### config.mk
export PLATFORM = sky130hd
export DESIGN_NAME = quickselect_median_flat
export DESIGN_NICKNAME = d
export VERILOG_FILES = /design/src/qsm_pkg.sv /design/src/qsm_if.sv /design/src/quickselect_median.sv /design/src/flat_wrapper.sv
export SDC_FILE = /design/constraint.sdc
export NUM_CORES = 1
export LEC_CHECK = 0
export BUFFER_PORTS_ARGS = -buffer_cell sky130_fd_sc_hd__buf_4
export CORE_AREA = 5 5 270 325
export CTS_CLUSTER_DIAMETER = 50
export DETAILED_ROUTE_END_ITERATION = 10
export DIE_AREA = 0 0 275 330
export PLACE_DENSITY_LB_ADDON = 0.1
export SLEW_MARGIN = 20
export SYNTH_ARGS = -nofsm -noshare
export SYNTH_HDL_FRONTEND = slang
export SYNTH_SLANG_ARGS = --single-unit
### constraint.sdc
create_clock -name clk -period 7.2 [get_ports clk]
set_input_delay 1.44 -clock clk [delete_from_list [all_inputs] [get_ports clk]]
set_output_delay 1.44 -clock clk [all_outputs]
set_load 0.01 [all_outputs]
### src/qsm_pkg.sv
package qsm_pkg;

  localparam int MAX_SAMPLES  = 16;
  localparam int SAMPLE_WIDTH = 32;
  localparam int IDX_W        = (MAX_SAMPLES > 1) ? $clog2(MAX_SAMPLES) : 1;
  localparam int CNT_W        = $clog2(MAX_SAMPLES + 1);

  typedef logic [IDX_W-1:0]        idx_t;
  typedef logic [CNT_W-1:0]        cnt_t;
  typedef logic [SAMPLE_WIDTH-1:0] sample_t;

  typedef enum logic [4:0] {
    S_LOAD,
    S_CHECK,
    S_MOT2,
    S_MOT3,
    S_MOT4,
    S_PIV_RD,
    S_PIV_CAP,
    S_LL_STEP,
    S_LL_TEST,
    S_HH_STEP,
    S_HH_TEST,
    S_NARROW,
    S_CAS_RD,
    S_CAS_CMP,
    S_CAS_WR,
    S_FETCH,
    S_DONE
  } state_t;

endpackage

### src/qsm_if.sv
interface qsm_in_if import qsm_pkg::*; ();
  logic    valid;
  logic    ready;
  sample_t sample_value;
  logic    last_sample;

  modport source (output valid, output sample_value, output last_sample, input ready);
  modport sink (input valid, input sample_value, input last_sample, output ready);
endinterface

interface qsm_out_if import qsm_pkg::*; ();
  logic    valid;
  logic    ready;
  sample_t median_value;
  logic    overflow;

  modport source (output valid, output median_value, output overflow, input ready);
  modport sink (input valid, input median_value, input overflow, output ready);
endinterface

### src/quickselect_median.sv
// channel   dir   beat payload                     notes
// samples   in    sample_value, last_sample        last_sample closes the set
// result    out   median_value, overflow           one beat per closed set
//
// Each valid sample beat is taken while loading; samples is ready only while loading.
// After the last beat a sequencer runs quickselect on one shared comparator and a
// store with two registered read ports and one write port. A scan step reads
// and then tests; a compare-exchange reads, compares and, on a swap, writes both
// entries in turn; a fetch reads the median entry and then hands it off.
// rst (synchronous) empties the set and drops a pending result; the store is not cleared.
// A held result stalls the handoff of the next one; loading of a new set waits meanwhile.
module quickselect_median import qsm_pkg::*; (
  input logic   clk,
  input logic   rst,
  qsm_in_if.sink    samples,
  qsm_out_if.source result
);

  sample_t store [MAX_SAMPLES];
  sample_t rd0, rd1;

  state_t  state, state_next, ret, ret_next;
  cnt_t    count, count_next;
  logic    ovf_seen, ovf_next;
  idx_t    low, low_next, high, high_next, med, med_next, mid, mid_next;
  idx_t    ll, ll_next, hh, hh_next, ci, ci_next, cj, cj_next;
  logic    must_swap, must_swap_next;
  sample_t pivot, pivot_next;
  logic    res_valid, res_valid_next, res_ovf, res_ovf_next;
  sample_t res_value, res_value_next;

  logic    we, re;
  idx_t    wa, ra0, ra1;
  sample_t wd, cmp_a, cmp_b;
  logic    gt;

  logic [IDX_W:0] range_sum;
  logic [IDX_W:0] low_inc;
  idx_t           last_high;

  assign samples.ready       = (state == S_LOAD);
  assign result.valid        = res_valid;
  assign result.median_value = res_value;
  assign result.overflow     = res_ovf;

  assign range_sum = {1'b0, low} + {1'b0, high};
  assign low_inc   = {1'b0, low} + 1'b1;
  assign last_high = (count < cnt_t'(MAX_SAMPLES)) ? count[IDX_W-1:0] : idx_t'(MAX_SAMPLES - 1);

  // shared comparator
  always_comb begin
    case (state)
      S_LL_TEST: begin
        cmp_a = pivot;
        cmp_b = rd0;
      end
      S_HH_TEST: begin
        cmp_a = rd0;
        cmp_b = pivot;
      end
      default: begin
        cmp_a = rd0;
        cmp_b = rd1;
      end
    endcase
  end

  assign gt = cmp_a > cmp_b;

  always_comb begin
    state_next     = state;
    ret_next       = ret;
    count_next     = count;
    ovf_next       = ovf_seen;
    low_next       = low;
    high_next      = high;
    med_next       = med;
    mid_next       = mid;
    ll_next        = ll;
    hh_next        = hh;
    ci_next        = ci;
    cj_next        = cj;
    must_swap_next = must_swap;
    pivot_next     = pivot;
    res_valid_next = res_valid && !result.ready;
    res_value_next = res_value;
    res_ovf_next   = res_ovf;
    we             = 1'b0;
    wa             = ci;
    wd             = rd1;
    re             = 1'b0;
    ra0            = ci;
    ra1            = cj;

    case (state)
      S_LOAD: begin
        if (samples.valid) begin
          if (count < cnt_t'(MAX_SAMPLES)) begin
            we         = 1'b1;
            wa         = count[IDX_W-1:0];
            wd         = samples.sample_value;
            count_next = cnt_t'(count + 1'b1);
          end else begin
            ovf_next = 1'b1;
          end
          if (samples.last_sample) begin
            low_next   = '0;
            high_next  = last_high;
            med_next   = last_high >> 1;
            state_next = S_CHECK;
          end
        end
      end
      S_CHECK: begin
        if (high <= low) begin
          state_next = S_FETCH;
        end else if ({1'b0, high} == low_inc) begin
          ci_next        = low;
          cj_next        = high;
          must_swap_next = 1'b0;
          ret_next       = S_FETCH;
          state_next     = S_CAS_RD;
        end else begin
          mid_next       = range_sum[IDX_W:1];
          ci_next        = range_sum[IDX_W:1];
          cj_next        = high;
          must_swap_next = 1'b0;
          ret_next       = S_MOT2;
          state_next     = S_CAS_RD;
        end
      end
      S_MOT2: begin
        ci_next    = low;
        cj_next    = high;
        ret_next   = S_MOT3;
        state_next = S_CAS_RD;
      end
      S_MOT3: begin
        ci_next    = mid;
        cj_next    = low;
        ret_next   = S_MOT4;
        state_next = S_CAS_RD;
      end
      S_MOT4: begin
        ci_next        = mid;
        cj_next        = low_inc[IDX_W-1:0];
        must_swap_next = 1'b1;
        ret_next       = S_PIV_RD;
        state_next     = S_CAS_RD;
      end
      S_PIV_RD: begin
        re         = 1'b1;
        ra0        = low;
        state_next = S_PIV_CAP;
      end
      S_PIV_CAP: begin
        pivot_next = rd0;
        ll_next    = low_inc[IDX_W-1:0];
        hh_next    = high;
        state_next = S_LL_STEP;
      end
      S_LL_STEP: begin
        ll_next    = idx_t'(ll + 1'b1);
        re         = 1'b1;
        ra0        = idx_t'(ll + 1'b1);
        state_next = S_LL_TEST;
      end
      S_LL_TEST: begin
        if (ll < high && gt) begin
          state_next = S_LL_STEP;
        end else begin
          state_next = S_HH_STEP;
        end
      end
      S_HH_STEP: begin
        hh_next    = idx_t'(hh - 1'b1);
        re         = 1'b1;
        ra0        = idx_t'(hh - 1'b1);
        state_next = S_HH_TEST;
      end
      S_HH_TEST: begin
        if ({1'b0, hh} > low_inc && gt) begin
          state_next = S_HH_STEP;
        end else if (hh < ll) begin
          ci_next        = low;
          cj_next        = hh;
          must_swap_next = 1'b1;
          ret_next       = S_NARROW;
          state_next     = S_CAS_RD;
        end else begin
          ci_next        = ll;
          cj_next        = hh;
          must_swap_next = 1'b1;
          ret_next       = S_LL_STEP;
          state_next     = S_CAS_RD;
        end
      end
      S_NARROW: begin
        if (hh <= med) begin
          low_next = ll;
        end
        if (hh >= med) begin
          high_next = idx_t'(hh - 1'b1);
        end
        state_next = S_CHECK;
      end
      S_CAS_RD: begin
        re         = 1'b1;
        state_next = S_CAS_CMP;
      end
      S_CAS_CMP: begin
        if (must_swap || gt) begin
          we         = 1'b1;
          wa         = ci;
          wd         = rd1;
          state_next = S_CAS_WR;
        end else begin
          state_next = ret;
        end
      end
      S_CAS_WR: begin
        we         = 1'b1;
        wa         = cj;
        wd         = rd0;
        state_next = ret;
      end
      S_FETCH: begin
        re         = 1'b1;
        ra0        = med;
        state_next = S_DONE;
      end
      S_DONE: begin
        if (!res_valid || result.ready) begin
          res_valid_next = 1'b1;
          res_value_next = rd0;
          res_ovf_next   = ovf_seen;
          count_next     = '0;
          ovf_next       = 1'b0;
          state_next     = S_LOAD;
        end
      end
      default: begin
        state_next = S_LOAD;
      end
    endcase
  end

  always_ff @(posedge clk) begin
    if (rst) begin
      state     <= S_LOAD;
      count     <= '0;
      ovf_seen  <= 1'b0;
      res_valid <= 1'b0;
      low       <= '0;
      high      <= '0;
    end else begin
      state     <= state_next;
      count     <= count_next;
      ovf_seen  <= ovf_next;
      res_valid <= res_valid_next;
      low       <= low_next;
      high      <= high_next;
    end
  end

  always_ff @(posedge clk) begin
    ret       <= ret_next;
    med       <= med_next;
    mid       <= mid_next;
    ll        <= ll_next;
    hh        <= hh_next;
    ci        <= ci_next;
    cj        <= cj_next;
    must_swap <= must_swap_next;
    pivot     <= pivot_next;
    res_value <= res_value_next;
    res_ovf   <= res_ovf_next;
  end

  // sample store: one write port, two registered read ports
  always_ff @(posedge clk) begin
    if (we) begin
      store[wa] <= wd;
    end
    if (re) begin
      rd0 <= store[ra0];
      rd1 <= store[ra1];
    end
  end

endmodule

### src/flat_wrapper.sv
// flat-port wrapper written by rule: the top's interface ports become plain ports
module quickselect_median_flat import qsm_pkg::*;
  (clk, rst, samples_valid, samples_sample_value, samples_last_sample, samples_ready, result_valid, result_median_value, result_overflow, result_ready);
  qsm_in_if samples_i ();
  qsm_out_if result_i ();
  input logic clk;
  input logic rst;
  input wire logic [$bits(samples_i.valid)-1:0] samples_valid;
  input wire logic [$bits(samples_i.sample_value)-1:0] samples_sample_value;
  input wire logic [$bits(samples_i.last_sample)-1:0] samples_last_sample;
  output wire logic [$bits(samples_i.ready)-1:0] samples_ready;
  output wire logic [$bits(result_i.valid)-1:0] result_valid;
  output wire logic [$bits(result_i.median_value)-1:0] result_median_value;
  output wire logic [$bits(result_i.overflow)-1:0] result_overflow;
  input wire logic [$bits(result_i.ready)-1:0] result_ready;
  assign samples_i.valid = samples_valid;
  assign samples_i.sample_value = samples_sample_value;
  assign samples_i.last_sample = samples_last_sample;
  assign samples_ready = samples_i.ready;
  assign result_valid = result_i.valid;
  assign result_median_value = result_i.median_value;
  assign result_overflow = result_i.overflow;
  assign result_i.ready = result_ready;
  quickselect_median u_core (.clk(clk), .rst(rst), .samples(samples_i), .result(result_i));
endmodule
==> impl_metrics.yaml <==
cts:
  cts_setup_buffers: 0
  cts_tree: "built"
  cts.clk_slew.worst_paths_ps: 60
  cts_sinks: 689
  numCtsBuffers: 85
  h-tree-depth: 3
  clk_latency_ps: 650
  cts-root-buf: "clkbuf_16"
  hold_buffers: 0
  cts_resized: 0
  clk_path_buf_depth: 3
logic_synthesis:
  synth_cell_types: 65
  ys_ff_latch: 689
  synthArstFlopShare_pct: 0
  yosysTopAreaCell: "edfxtp_1"
  synth_nets: 2419
  seq_area_frac_synth_pct: 61.27
  synthesis.area_um2: 33440
  yosysWarnings: 0
  synthCells: 2324
  synth_edf_count: 669
  synth.most_common_cell: "edfxtp_1"
  yosysTopAreaCellShare_pct: 60.07
  yosys-top-cells-count: "669 x edfxtp_1, 332 x nand2_1, 160 x mux4_2"
  syn_area_per_cell_um2: 14.39
  yosys-top-cells-area: "edfxtp_1 60%, mux4_2 11%, nand2_1 3.7%, mux2i_1 3.2%, a211oi_1 2.3%"
  yosys_most_used_dff: "edfxtp_1"
setup_path:
  cp_max_fo: 25
  cp.required_ps: 7470
  startpoint: "u_core.state[4]"
  r2r-end: "u_core.store[4][17]"
  cp_data_arrival_time_ps: 6340
  startpoint_type: "flip-flop"
  crit_type: "flip-flop to flip-flop"
  worstSetupEndpointType: "flip-flop"
  r2r_start: "u_core.state[4]"
  rr_worst_depth: 15
  cp-endpoint: "u_core.store[4][17]"
  rrSetupSlack_ps: 1130
sta:
  period_needed_ps: 6074
  max-slew-margin-rel_pct: 27.73
  rsz0062_at_grt: "false"
  setup_viol: 0
  fmax_ghz: 0.1646
  hold_violations: 0
  slew_viol_final: 0
  skew_ps: 31.43
  fin_setup_tns_ps: 0
  fin_crit_sh_pct: 84.36
  fin_hold_ws_ps: 454.6
  worstMarginPinSlew_ps: 1084
routing:
  vias_per_cell: 5.921
  totalWireLength_um: 100800
  post_drt_wl_per_cell_um: 28.20
  drc_errors: 0
  drtIter0Drc: 1924
  dr.pass1.iters: 6
  antenna_left: 0
  vias: 21160
die:
  die_area_um2: 90750
  die_w_um: 275
  initial_utilization_pct: 39.73
  io_pins: 72
  core_um2: 84170
  rows: 117
  die_h_um: 330
grt:
  grt_max_degree: 171
  antenna_found_initial: 4
  overflow: 0
  grtUsageTotal_pct: 22.05
  grt_pass1_vias: 21490
  grt_pass1_wl_um: 147700
final_layout:
  finish.utilization_pct: 45.25
  stdcell_count: 3573
  areaGrowthSynthToFinish_pct: 13.90
  nets: 2469
  drive_gt1_share_pct: 21.07
flow_run:
  cap_violations: 0
power_and_ir_drop:
  power.leakage_nw: 12.67
  ir_drop_v: 0.0003413
  p_total_mw: 17.23
  p_per_area_nw_per_um2: 452.3
placement:
  dp_hpwl_um: 62100
  place_congestion: 0.8773
  portBuffers: 71
  placedCellCount: 3417
outcome:
  status: "finished clean"
worst_hold_path:
  hp-class: "flip-flop to flip-flop"
[metrics by stage]
stage          instance area [µm²]  worst slack, ps
2_1_floorplan                33440            602.9
3_3_place_gp                 35320             1191
3_5_place_dp                 35350             1053
4_1_cts                      38080             1033
5_1_grt                      38080            765.4
6_report                     38090             1126
[power breakdown]
group	total (mW)	internal, mW	switching (mW)
Sequential	5.92	5.55	0.376
Clock	4.18	2.47	1.71
Combinational	7.13	2.69	4.43
[critical path: stages, from the launching register on]
cell	delay, ps
dfxtp_1	760
nor3b_1	160
nand2_2	400
buf_4	360
mux2_2	380
ha_1	300
nand4_1	150
nor3_1	380
a21boi_0	220
o31ai_1	100
a21oi_1	430
o21ai_0	260
and2_1	300
buf_4	230
nor3_2	610
buf_4	600
[final cells by class]
cell class	instances	area, µm²
Tap cell	1130	1414
Timing Repair Buffer	128	1035
Antenna cell	3	7.507
Inverter	27	101.3
Sequential cell	689	20490
Clock inverter	52	499.2
Fill cell	7386	46090
Clock buffer	101	2230
Multi-Input combinational cell	1443	12310
[layer usage]
metal | share of wire [%] | routed length [µm] | global-route usage [%]
met1 | 42 | 42140 | 30.46
met2 | 48 | 47930 | 35.47
met3 | 8.1 | 8156 | 4.657
met4 | 2.5 | 2538 | 6.461
met5 | 0 | 0 | 0
[sequential cells by signal (all words and copies together) (netlist names), 3 cells and up]
name	count
u_core.ci	4
u_core.cj	4
u_core.count	5
u_core.hh	4
u_core.high	4
u_core.ll	4
u_core.low	4
u_core.med	3
u_core.mid	4
u_core.pivot	32
u_core.rd0	32
u_core.rd1	32
u_core.result.median_value	32
u_core.ret	4
u_core.state	5
u_core.store	512
[how the worst min path moves through the flow]
stage / from / end / slack, ps / cells after the start
2_1_floorplan: u_core.ovf_seen / u_core.result.overflow / 410 / 0
3_3_place_gp: u_core.ovf_seen / u_core.result.overflow / 450 / 0
3_5_place_dp: u_core.ovf_seen / u_core.result.overflow / 460 / 0
4_1_cts: u_core.ovf_seen / u_core.result.overflow / 470 / 0
5_1_grt: u_core.ovf_seen / u_core.result.overflow / 470 / 0
6_report: u_core.ovf_seen / u_core.result.overflow / 450 / 0
[layout by cell type (no fill, tap or decap), types with 27 or more instances in the layout]
cell type  netlist  final
a211oi_1       103    103
a21oi_1         40     39
a221o_1         37     37
a22oi_1         33     33
a31oi_1         76     75
and2_1          76     76
and3_1          38     38
buf_4            0    122
clkbuf_16        0     87
edfxtp_1       669    669
ha_1            57     57
inv_1           27     27
mux2_2          64     64
mux2i_1        106    106
mux4_2         160    160
nand2_1        332    330
nor2_1          60     55
o21ai_0         54     54
o32ai_1         33     33
[cells by family after synthesis]
group | count (synthesis) | share of synthesized area [%]
compound gates | 424 | 9.077
xor+xnor | 13 | 0.3405
fa+ha+maj | 59 | 2.222
buf+inv | 192 | 2.473
flops | 689 | 61.27
mux | 330 | 16.10
simple gates | 617 | 8.516
Power figures use the tool's default switching activity.
